$ cat config.mk
export PLATFORM = sky130hd
export DESIGN_NAME = speed_gear_selector_hysteresis_unit
export DESIGN_NICKNAME = d
export VERILOG_FILES = /design/src/hw/rtl/sgsh_pkg.sv /design/src/hw/rtl/sgsh_div.sv /design/src/hw/rtl/sgsh_dp.sv /design/src/hw/rtl/sgsh_ctrl.sv /design/src/hw/rtl/speed_gear_selector_hysteresis_unit.sv
export SDC_FILE = /design/constraint.sdc
export NUM_CORES = 1
export LEC_CHECK = 0
export BUFFER_PORTS_ARGS = -buffer_cell sky130_fd_sc_hd__buf_2
export CAP_MARGIN = 20
export CORE_AREA = 2 2 260 211
export CTS_CLUSTER_DIAMETER = 50
export DETAILED_ROUTE_END_ITERATION = 16
export DIE_AREA = 0 0 262 213
export PLACE_DENSITY = 0.61
export SETUP_SLACK_MARGIN = 0.3
export SLEW_MARGIN = 20
export SYNTH_ARGS = -nofsm -noshare
export SYNTH_HDL_FRONTEND = slang
export SYNTH_SLANG_ARGS = --single-unit
$ cat constraint.sdc
create_clock -name clk -period 5.55 [get_ports clk]
set_clock_uncertainty 0.05 [all_clocks]
set_input_delay 0 -clock clk [delete_from_list [all_inputs] [get_ports clk]]
set_output_delay 0 -clock clk [all_outputs]
set_load 0.02 [all_outputs]
$ cat src/hw/rtl/sgsh_pkg.sv
// Shared types, widths, register codes and reset values for the gear selector.
package sgsh_pkg;

	localparam int SPEED_W       = 16;
	localparam int TIME_W        = 32;
	localparam int GEAR_W        = 5;
	localparam int ANGLE_W       = 8;
	localparam int CFG_IDX_W     = 3;
	localparam int CFG_DATA_W    = 16;
	localparam int MAX_GEARS_DEF = 16;

	// Configuration register indexes
	localparam logic [CFG_IDX_W-1:0] CFG_FIRST_SPEED = 3'd0;
	localparam logic [CFG_IDX_W-1:0] CFG_LAST_SPEED  = 3'd1;
	localparam logic [CFG_IDX_W-1:0] CFG_GEAR_COUNT  = 3'd2;
	localparam logic [CFG_IDX_W-1:0] CFG_COOLDOWN    = 3'd3;
	localparam logic [CFG_IDX_W-1:0] CFG_ANGLE_MIN   = 3'd4;
	localparam logic [CFG_IDX_W-1:0] CFG_ANGLE_MAX   = 3'd5;

	// Register reset values
	localparam logic [SPEED_W-1:0] FIRST_SPEED_RST = 16'd1280;
	localparam logic [SPEED_W-1:0] LAST_SPEED_RST  = 16'd6400;
	localparam logic [GEAR_W-1:0]  GEAR_COUNT_RST  = 5'd8;
	localparam logic [15:0]        COOLDOWN_RST    = 16'd1000;
	localparam logic [ANGLE_W-1:0] ANGLE_MIN_RST   = 8'd0;
	localparam logic [ANGLE_W-1:0] ANGLE_MAX_RST   = 8'd180;

	localparam logic [GEAR_W-1:0] GEAR_ONE  = 5'd1;
	localparam logic [GEAR_W-1:0] GEAR_TWO  = 5'd2;
	localparam logic [GEAR_W-1:0] GEAR_MINC = 5'd3;

	typedef struct packed {
		logic [SPEED_W-1:0] speed_sample;
		logic [TIME_W-1:0]  now_ms;
	} sample_t;

	typedef struct packed {
		logic [GEAR_W-1:0]  current_gear;
		logic [ANGLE_W-1:0] servo_angle;
		logic               shifted;
	} result_t;

	typedef enum logic [3:0] {
		ST_IDLE,
		ST_CLASSIFY,
		ST_TGT_START,
		ST_TGT_WAIT,
		ST_DECIDE,
		ST_ANG_START,
		ST_ANG_WAIT,
		ST_ANG_MUL,
		ST_ANG_FIN,
		ST_DONE
	} state_t;

	typedef struct packed {
		logic load_in;
		logic load_prod;
		logic load_tgt_direct;
		logic div_start;
		logic div_angle;
		logic load_tgt_div;
		logic set_shift;
		logic load_step;
		logic load_aprod;
		logic load_angle;
		logic commit;
	} dp_cmd_t;

	typedef struct packed {
		logic cool_ok;
		logic mid_range;
		logic shift_ok;
		logic div_done;
		logic out_free;
	} dp_sts_t;

endpackage

$ cat src/hw/rtl/sgsh_div.sv
// Restoring unsigned divider, one quotient bit per cycle.
module sgsh_div #(
	parameter int NUM_W = 21,
	parameter int DEN_W = 16
) (
	input  logic             clk,
	input  logic             arst_n,
	input  logic             start,
	input  logic [NUM_W-1:0] dividend,
	input  logic [DEN_W-1:0] divisor,
	output logic [NUM_W-1:0] quotient,
	output logic             done
);

	localparam int CNT_W = $clog2(NUM_W + 1);

	logic [NUM_W-1:0] quo_q;
	logic [DEN_W-1:0] rem_q;
	logic [DEN_W-1:0] den_q;
	logic [CNT_W-1:0] cnt_q;
	logic             busy_q;
	logic             done_q;
	logic [DEN_W:0]   rem_sh;
	logic [DEN_W:0]   rem_sub;
	logic             fits;

	assign rem_sh  = {rem_q, quo_q[NUM_W-1]};
	assign fits    = rem_sh >= {1'b0, den_q};
	assign rem_sub = rem_sh - {1'b0, den_q};

	always_ff @(posedge clk or negedge arst_n) begin
		if (!arst_n) begin
			busy_q <= 1'b0;
			done_q <= 1'b0;
			cnt_q  <= '0;
		end else if (start) begin
			busy_q <= 1'b1;
			done_q <= 1'b0;
			cnt_q  <= CNT_W'(NUM_W);
		end else if (busy_q) begin
			cnt_q <= cnt_q - 1'b1;
			if (cnt_q == CNT_W'(1)) begin
				busy_q <= 1'b0;
				done_q <= 1'b1;
			end
		end
	end

	// remainder stays below the divisor, so DEN_W bits hold it
	always_ff @(posedge clk) begin
		if (start) begin
			quo_q <= dividend;
			rem_q <= '0;
			den_q <= divisor;
		end else if (busy_q) begin
			rem_q <= fits ? rem_sub[DEN_W-1:0] : rem_sh[DEN_W-1:0];
			quo_q <= {quo_q[NUM_W-2:0], fits};
		end
	end

	assign quotient = quo_q;
	assign done     = done_q;

endmodule

$ cat src/hw/rtl/sgsh_dp.sv
// Datapath: config registers, held gear state, target and angle arithmetic, result register.
module sgsh_dp #(
	parameter int MAX_GEARS = sgsh_pkg::MAX_GEARS_DEF
) (
	input  logic                                    clk,
	input  logic                                    arst_n,
	input  sgsh_pkg::sample_t                       sample,
	input  logic                                    cfg_we,
	input  logic [sgsh_pkg::CFG_IDX_W-1:0]          cfg_index,
	input  logic [sgsh_pkg::CFG_DATA_W-1:0]         cfg_data,
	input  sgsh_pkg::dp_cmd_t                       cmd,
	output sgsh_pkg::dp_sts_t                       sts,
	input  logic                                    result_stall,
	output logic                                    result_valid,
	output sgsh_pkg::result_t                       result
);

	import sgsh_pkg::*;

	localparam int GSEL_W     = $clog2(MAX_GEARS);
	localparam int PROD_W     = SPEED_W + GSEL_W;
	localparam int ANG_PROD_W = GEAR_W + ANGLE_W;
	localparam logic [GEAR_W-1:0] G_MAX = GEAR_W'(MAX_GEARS);

	// Configuration
	logic [SPEED_W-1:0] first_speed_q, last_speed_q;
	logic [GEAR_W-1:0]  gear_count_q;
	logic [15:0]        cooldown_q;
	logic [ANGLE_W-1:0] angle_min_q, angle_max_q;

	always_ff @(posedge clk or negedge arst_n) begin
		if (!arst_n) begin
			first_speed_q <= FIRST_SPEED_RST;
			last_speed_q  <= LAST_SPEED_RST;
			gear_count_q  <= GEAR_COUNT_RST;
			cooldown_q    <= COOLDOWN_RST;
			angle_min_q   <= ANGLE_MIN_RST;
			angle_max_q   <= ANGLE_MAX_RST;
		end else if (cfg_we) begin
			case (cfg_index)
				CFG_FIRST_SPEED: first_speed_q <= cfg_data;
				CFG_LAST_SPEED:  last_speed_q  <= cfg_data;
				CFG_GEAR_COUNT:  gear_count_q  <= cfg_data[GEAR_W-1:0];
				CFG_COOLDOWN:    cooldown_q    <= cfg_data;
				CFG_ANGLE_MIN:   angle_min_q   <= cfg_data[ANGLE_W-1:0];
				CFG_ANGLE_MAX:   angle_max_q   <= cfg_data[ANGLE_W-1:0];
				default: ;
			endcase
		end
	end

	// Sample and working registers
	logic [SPEED_W-1:0]    speed_q;
	logic [TIME_W-1:0]     now_q;
	logic [PROD_W-1:0]     prod_q;
	logic [GEAR_W-1:0]     tgt_q;
	logic                  shift_q;
	logic [ANGLE_W-1:0]    step_q;
	logic [ANG_PROD_W-1:0] aprod_q;
	logic [ANGLE_W-1:0]    new_angle_q;

	// Held state
	logic [GEAR_W-1:0]  held_gear_q;
	logic               last_down_q;
	logic [TIME_W-1:0]  last_ms_q;
	logic [ANGLE_W-1:0] held_angle_q;

	logic [GEAR_W-1:0]     eff_g, gsub2, direct_tgt, div_tgt, diff;
	logic                  below, above, down, suppress, inverted;
	logic [PROD_W-1:0]     div_num, quo;
	logic [SPEED_W-1:0]    div_den;
	logic                  div_done;
	logic [ANGLE_W-1:0]    angle_span, fin_angle;
	logic [ANG_PROD_W:0]   asum;

	always_comb begin
		if (gear_count_q < GEAR_MINC)
			eff_g = GEAR_MINC;
		else if (gear_count_q > G_MAX)
			eff_g = G_MAX;
		else
			eff_g = gear_count_q;
	end

	assign gsub2 = eff_g - GEAR_TWO;
	assign below = speed_q < first_speed_q;
	assign above = speed_q > last_speed_q;
	assign direct_tgt = below ? GEAR_ONE : (above ? eff_g : GEAR_TWO);

	assign angle_span = angle_max_q - angle_min_q;
	assign inverted   = angle_max_q < angle_min_q;

	assign div_num = cmd.div_angle ? PROD_W'(angle_span) : prod_q;
	assign div_den = cmd.div_angle ? SPEED_W'(eff_g - GEAR_ONE)
	                               : (last_speed_q - first_speed_q);

	sgsh_div #(
		.NUM_W(PROD_W),
		.DEN_W(SPEED_W)
	) u_div (
		.clk      (clk),
		.arst_n   (arst_n),
		.start    (cmd.div_start),
		.dividend (div_num),
		.divisor  (div_den),
		.quotient (quo),
		.done     (div_done)
	);

	assign div_tgt = (quo > PROD_W'(gsub2)) ? eff_g : (GEAR_W'(quo) + GEAR_TWO);

	// Hysteresis: a one-gear step against the last shift direction is held off
	assign down     = tgt_q < held_gear_q;
	assign diff     = down ? (held_gear_q - tgt_q) : (tgt_q - held_gear_q);
	assign suppress = (down != last_down_q) && (diff == GEAR_ONE);

	assign asum = (ANG_PROD_W + 1)'(angle_min_q) + {1'b0, aprod_q};
	always_comb begin
		if (inverted)
			fin_angle = angle_min_q;
		else if (asum > (ANG_PROD_W + 1)'(angle_max_q))
			fin_angle = angle_max_q;
		else
			fin_angle = asum[ANGLE_W-1:0];
	end

	always_ff @(posedge clk) begin
		if (cmd.load_in) begin
			speed_q <= sample.speed_sample;
			now_q   <= sample.now_ms;
		end
		if (cmd.load_prod)
			prod_q <= PROD_W'(speed_q - first_speed_q) * PROD_W'(gsub2[GSEL_W-1:0]);
		if (cmd.load_tgt_direct)
			tgt_q <= direct_tgt;
		else if (cmd.load_tgt_div)
			tgt_q <= div_tgt;
		if (cmd.load_step)
			step_q <= quo[ANGLE_W-1:0];
		if (cmd.load_aprod)
			aprod_q <= ANG_PROD_W'(tgt_q - GEAR_ONE) * ANG_PROD_W'(step_q);
		if (cmd.load_angle)
			new_angle_q <= fin_angle;
	end

	always_ff @(posedge clk or negedge arst_n) begin
		if (!arst_n) begin
			shift_q      <= 1'b0;
			held_gear_q  <= GEAR_ONE;
			last_down_q  <= 1'b0;
			last_ms_q    <= '0;
			held_angle_q <= ANGLE_MIN_RST;
			result_valid <= 1'b0;
			result       <= '0;
		end else begin
			if (cmd.load_in)
				shift_q <= 1'b0;
			else if (cmd.set_shift)
				shift_q <= 1'b1;
			if (cmd.commit) begin
				result_valid        <= 1'b1;
				result.shifted      <= shift_q;
				result.current_gear <= shift_q ? tgt_q : held_gear_q;
				result.servo_angle  <= shift_q ? new_angle_q : held_angle_q;
				if (shift_q) begin
					held_gear_q  <= tgt_q;
					last_down_q  <= down;
					last_ms_q    <= now_q;
					held_angle_q <= new_angle_q;
				end
			end else if (result_valid && !result_stall) begin
				result_valid <= 1'b0;
			end
		end
	end

	assign sts.cool_ok   = (now_q - last_ms_q) >= TIME_W'(cooldown_q);
	assign sts.mid_range = !below && !above && (last_speed_q != first_speed_q);
	assign sts.shift_ok  = (tgt_q != held_gear_q) && !suppress;
	assign sts.div_done  = div_done;
	assign sts.out_free  = !result_valid || !result_stall;

endmodule

$ cat src/hw/rtl/sgsh_ctrl.sv
// Controller state machine sequencing one sample through the datapath.
module sgsh_ctrl (
	input  logic              clk,
	input  logic              arst_n,
	input  logic              sample_valid,
	output logic              sample_stall,
	input  sgsh_pkg::dp_sts_t sts,
	output sgsh_pkg::dp_cmd_t cmd
);

	import sgsh_pkg::*;

	state_t state_q, state_d;

	always_ff @(posedge clk or negedge arst_n) begin
		if (!arst_n)
			state_q <= ST_IDLE;
		else
			state_q <= state_d;
	end

	always_comb begin
		state_d      = state_q;
		cmd          = '0;
		sample_stall = 1'b1;
		case (state_q)
			ST_IDLE: begin
				sample_stall = 1'b0;
				if (sample_valid) begin
					cmd.load_in = 1'b1;
					state_d     = ST_CLASSIFY;
				end
			end
			ST_CLASSIFY: begin
				cmd.load_prod = 1'b1;
				if (!sts.cool_ok) begin
					state_d = ST_DONE;
				end else if (sts.mid_range) begin
					state_d = ST_TGT_START;
				end else begin
					cmd.load_tgt_direct = 1'b1;
					state_d             = ST_DECIDE;
				end
			end
			ST_TGT_START: begin
				cmd.div_start = 1'b1;
				state_d       = ST_TGT_WAIT;
			end
			ST_TGT_WAIT: begin
				if (sts.div_done) begin
					cmd.load_tgt_div = 1'b1;
					state_d          = ST_DECIDE;
				end
			end
			ST_DECIDE: begin
				if (sts.shift_ok) begin
					cmd.set_shift = 1'b1;
					state_d       = ST_ANG_START;
				end else begin
					state_d = ST_DONE;
				end
			end
			ST_ANG_START: begin
				cmd.div_start = 1'b1;
				cmd.div_angle = 1'b1;
				state_d       = ST_ANG_WAIT;
			end
			ST_ANG_WAIT: begin
				if (sts.div_done) begin
					cmd.load_step = 1'b1;
					state_d       = ST_ANG_MUL;
				end
			end
			ST_ANG_MUL: begin
				cmd.load_aprod = 1'b1;
				state_d        = ST_ANG_FIN;
			end
			ST_ANG_FIN: begin
				cmd.load_angle = 1'b1;
				state_d        = ST_DONE;
			end
			ST_DONE: begin
				// wait for the output register to free up
				if (sts.out_free) begin
					cmd.commit = 1'b1;
					state_d    = ST_IDLE;
				end
			end
			default: state_d = ST_IDLE;
		endcase
	end

endmodule

$ cat src/hw/rtl/speed_gear_selector_hysteresis_unit.sv
// Top level of the gear selector: controller, datapath and assertions.
//  - Sample channel (sample_valid / sample_stall / sample): one speed sample in
//    Q8.8 with the current ms time per transfer. Config channel (cfg_valid /
//    cfg_ready / cfg_index / cfg_data) writes one register per transfer; cfg_ready
//    is always high. Write registers only while the block is idle.
//  - Result channel (result_valid / result_stall / result): exactly one result
//    per sample: held gear, servo angle and the shifted flag.
//  - Each division runs on one shared restoring divider. A sample that the
//    cooldown blocks needs no division; outside the speed bounds only a shift
//    divides, for the servo angle; inside the band (distinct bounds) the
//    target gear is divided out, and a shift divides again for the angle.
//  - One sample is in work at a time; sample_stall drops the cycle after its
//    result is loaded into the output register, so the next sample can enter
//    while that result still waits.
//  - When the receiver stalls, the result register holds its value and a
//    finished sample waits in the controller until the register frees up.
//  - Reset: registers take their default values, gear 1, upshift direction,
//    last shift time 0, angle 0; no result is pending.
module speed_gear_selector_hysteresis_unit #(
	parameter int MAX_GEARS = sgsh_pkg::MAX_GEARS_DEF
) (
	input  logic                            clk,
	input  logic                            arst_n,
	input  logic                            sample_valid,
	output logic                            sample_stall,
	input  sgsh_pkg::sample_t               sample,
	output logic                            result_valid,
	input  logic                            result_stall,
	output sgsh_pkg::result_t               result,
	input  logic                            cfg_valid,
	output logic                            cfg_ready,
	input  logic [sgsh_pkg::CFG_IDX_W-1:0]  cfg_index,
	input  logic [sgsh_pkg::CFG_DATA_W-1:0] cfg_data
);

	import sgsh_pkg::*;

	dp_cmd_t cmd;
	dp_sts_t sts;

	assign cfg_ready = 1'b1;

	sgsh_ctrl u_ctrl (
		.clk          (clk),
		.arst_n       (arst_n),
		.sample_valid (sample_valid),
		.sample_stall (sample_stall),
		.sts          (sts),
		.cmd          (cmd)
	);

	sgsh_dp #(
		.MAX_GEARS(MAX_GEARS)
	) u_dp (
		.clk          (clk),
		.arst_n       (arst_n),
		.sample       (sample),
		.cfg_we       (cfg_valid && cfg_ready),
		.cfg_index    (cfg_index),
		.cfg_data     (cfg_data),
		.cmd          (cmd),
		.sts          (sts),
		.result_stall (result_stall),
		.result_valid (result_valid),
		.result       (result)
	);

	// Only one sample in work: after a transfer the input is held off
	a_one_in_flight: assert property (@(posedge clk) disable iff (!arst_n)
		(sample_valid && !sample_stall) |=> sample_stall)
		else $error("sample accepted while another is in work");

	// A result cannot appear the cycle right after a sample transfer
	a_min_latency: assert property (@(posedge clk) disable iff (!arst_n)
		(sample_valid && !sample_stall) |=> !$rose(result_valid))
		else $error("result appeared too early");

	// Reported gear stays within the supported range
	a_gear_range: assert property (@(posedge clk) disable iff (!arst_n)
		result_valid |-> (result.current_gear != 0) &&
			(result.current_gear <= GEAR_W'(MAX_GEARS)))
		else $error("gear out of range");

endmodule

==> flow_metrics.tcl <==
set metrics [dict create \
    groute.usage.overall_pct 19.5 \
    mostFrequentLayoutCells "inv_1 (275), nand2_1 (193), ha_1 (185)" \
    fillers 5004 \
    grt_max_degree 75 \
    synth_area_per_cell_um2 9.61 \
    syn_inst 2192 \
    drtPass1Iterations 5 \
    leakagePower_nw 11.2 \
    worstSetupPathType "reg2reg" \
    drt_iter0_drc 1362 \
    ioPinCount 89 \
    fin_setup_tns_ns 0 \
    timing.fmax_ghz 0.195 \
    async_flop_share_pct 45.8 \
    final.min_clock_period_ns 5.12 \
    path_max_fanout 6 \
    r2r_slack_ns 0.43 \
    fin_ws_ns 0.427 \
    whs_ns -0.0207 \
    synth.top_cell.area_share_pct 19.7 \
    synth_cell_types 79 \
    placedCellCount 2938 \
    fin_cells 3118 \
    cts_buffers 41 \
    synth_edf_count 138 \
    timing.rr.end "u_dp.prod_q[15]$_DFFE_PN_" \
    die_y_um 213 \
    seqCellArea_um2 7740 \
    drt_wl_total_um 54000 \
    slowest_stage "fa_1" \
    post_drt_via_cell_ratio 5.27 \
    wire_per_inst_um 17.3 \
    violations "hold timing" \
    rows 76 \
    cp-end-kind "flip-flop" \
    slowest_delay_ns 0.54 \
    synth_ff_type "edfxtp_1" \
    rsz0062_at_grt "yes" \
    ys_warn_count 0 \
    synth.area.top_cells "edfxtp_1 (20%), dfrtp_1 (13%), ha_1 (12%), fa_1 (7.6%), inv_1 (5.1%)" \
    htree_levels 2 \
    finalSetupViolations 0 \
    synthMuxAreaShare_pct 5.23 \
    arrival_ns 5.36 \
    drive_gt1_share_pct 15.7 \
    multi_input_area_um2 12300 \
    status "finished with violations" \
    place.port_buffers 87 \
    crit_path_start "u_dp.speed_q[0]$_DFFE_PP_" \
    critPathCapture "u_dp.prod_q[15]$_DFFE_PN_" \
    synth_top_family_by_area "adder cells" \
    critPathLaunchType "flip-flop" \
    synthAdderAreaFrac_pct 19.2 \
    powerDensity_nw_per_um2 728 \
    finalMaxSlewViolations 0 \
    ant_nets 0 \
    post-route-period-util_pct 92.3 \
    dp_slack_ns 0.00403 \
    crit_required_ns 5.79 \
    synth_compound_area_share_pct 13.8 \
    final_common_cell "inv_1" \
    nets 2732 \
    peakVddDrop_v 0.000660 \
    worstMarginPinSlew_ns 1.00 \
    overflow 0 \
    route.detailed.drc 0 \
    fin_util_pct 47.0 \
    ys_seq_area_share_pct 36.8 \
    die_x_um 262 \
    grt_antenna_before_repair 0 \
    timing.rr.start "u_dp.speed_q[0]$_DFFE_PP_" \
    yosys.area.top_type "edfxtp_1" \
    cts_sinks 284 \
    grt_pass1_vias 15800 \
    cts_buffer_depth 3 \
    antenna_cells 0 \
    hold_class "in2async" \
    cts_tree "built" \
    core_um2 53300 \
    hold_viol 16 \
    ys_ff_latch 284 \
    cp_common_cell "a21oi_2" \
    synth_xor_area_share_pct 5.16 \
    place_congestion 0.877 \
    start_util_pct 39.5 \
    yosys.area_share.simple_pct 13.4 \
    reg2reg_depth 26 \
    root_buffer "clkbuf_16" \
    synth_area_um2 21100 \
    insertion_delay_ns 0.57 \
    maxCapViolCount 0 \
    worst_slew_margin_rel_pct 32.9 \
    cts.clk_slew.worst_paths_ns 0.06 \
    die_area_um2 55800 \
    area_delta_synth_final_pct 18.9 \
    grt_pass1_wl_um 85600 \
    dp_hpwl_um 40700 \
    vias 16400 \
]
-- power breakdown --
| group | total [mW] | internal (mW) | switching (mW) |
|---|---|---|---|
| Combinational | 11.6 | 5.17 | 6.46 |
| Sequential | 3.92 | 3.41 | 0.513 |
| Clock | 2.67 | 1.64 | 1.04 |
-- flip-flops by register name, summed over array words and instances, names as in the netlist, 10 cells and up --
name / flops
u_dp.prod_q: 20
u_dp.aprod_q: 13
u_dp.now_q: 32
u_dp.u_div.den_q: 16
u_dp.first_speed_q: 16
u_dp.last_speed_q: 16
u_dp.u_div.rem_q: 16
u_dp.cooldown_q: 16
u_dp.speed_q: 16
u_dp.u_div.quotient: 20
u_dp.last_ms_q: 32
u_dp.result: 10
-- per-layer routing --
metal / global-route usage (%) / up-vias / share of wire [%] / wire length (um)
li1: - / 7945 / - / -
met4: 4.03 / 0 / 1.6 / 863
met1: 29.8 / 7950 / 50 / 26900
met5: 0 / - / 0 / 0
met3: 4.04 / 60 / 6.8 / 3650
met2: 28.1 / 486 / 42 / 22500
-- worst min path at each step --
stage,start,to,depth (start not counted)
CTS,cfg_valid,u_dp.gear_count_q[0]$_DFFE_PN0P_,4
global route,arst_n,u_dp.last_ms_q[21]$_DFFE_PN0P_,2
global placement,arst_n,u_dp.result[8]$_DFFE_PN0P_,1
floorplan,arst_n,u_ctrl.state_q[0]$_DFFE_PN0P_,0
detailed placement,arst_n,u_dp.result[8]$_DFFE_PN0P_,1
finish,arst_n,u_dp.last_ms_q[13]$_DFFE_PN0P_,2
-- metrics by stage --
stage / hold WS [ns] / total power [mW] / instance area [um2]
final: -0.0207 / 18.2 / 25000
after global routing: 0.0659 / 20.0 / 25000
after CTS: 0.0160 / 17.3 / 24600
after detailed placement: 0.0581 / 14.3 / 22300
after global placement: 0.0434 / 14.0 / 22300
after floorplan: -0.346 / 11.9 / 21100
-- Yosys cell counts (19+ instances only) --
cell type and count:
inv_1 285, ha_1 195, nand2_1 194, edfxtp_1 138, nor2_1 134, a21oi_1 133
dfrtp_1 113, o21ai_0 111, xnor2_1 85, fa_1 80, mux2_2 70, clkbuf_1 53
a21o_1 52, xor2_1 39, nand2b_1 37, nor2b_1 36, nand3_1 35, o21ai_1 35
nor3_1 33, mux2i_1 29, and2_1 28, nand4_1 20, a211oi_1 19, a31oi_1 19
-- final cells by class --
type                    count  share of cell area (%)
repair buffers            213                    6.36
multi-input cells        1558                    49.3
flip-flops and latches    284                    30.9
well taps                 702                    3.51
inverters                 287                    4.30
clock inverters            27                    1.23
clock buffers              47                    4.39
-- timing repair --
item,in CTS,in global routing
endpoints found under the hold margin,195,0
pin swaps,6,28
gates resized for setup,14,60
setup endpoints to repair,8,20
hold buffers,77,0
setup buffers,3,25
-- critical path: cells and delay by family, from the launching register on --
kind / cells / cell delay [ns]
compound gates: 9 / 1.28
xor+xnor: 2 / 0.28
fa+ha+maj: 5 / 1.75
buf+inv: 8 / 0.70
flops: 1 / 0.38
simple gates: 2 / 0.45
-- logic make-up (layout without fill, tap and decap cells) --
family	after synthesis	after routing
adders and majority gates	275	275
and+or+nand+nor	584	584
DFF	284	284
xor gates and xnor gates	124	124
muxes	101	101
AOI/OAI and AO/OA	472	472
buffers and inverters	351	574
other	1	2
(Power assumes the default switching activity.)
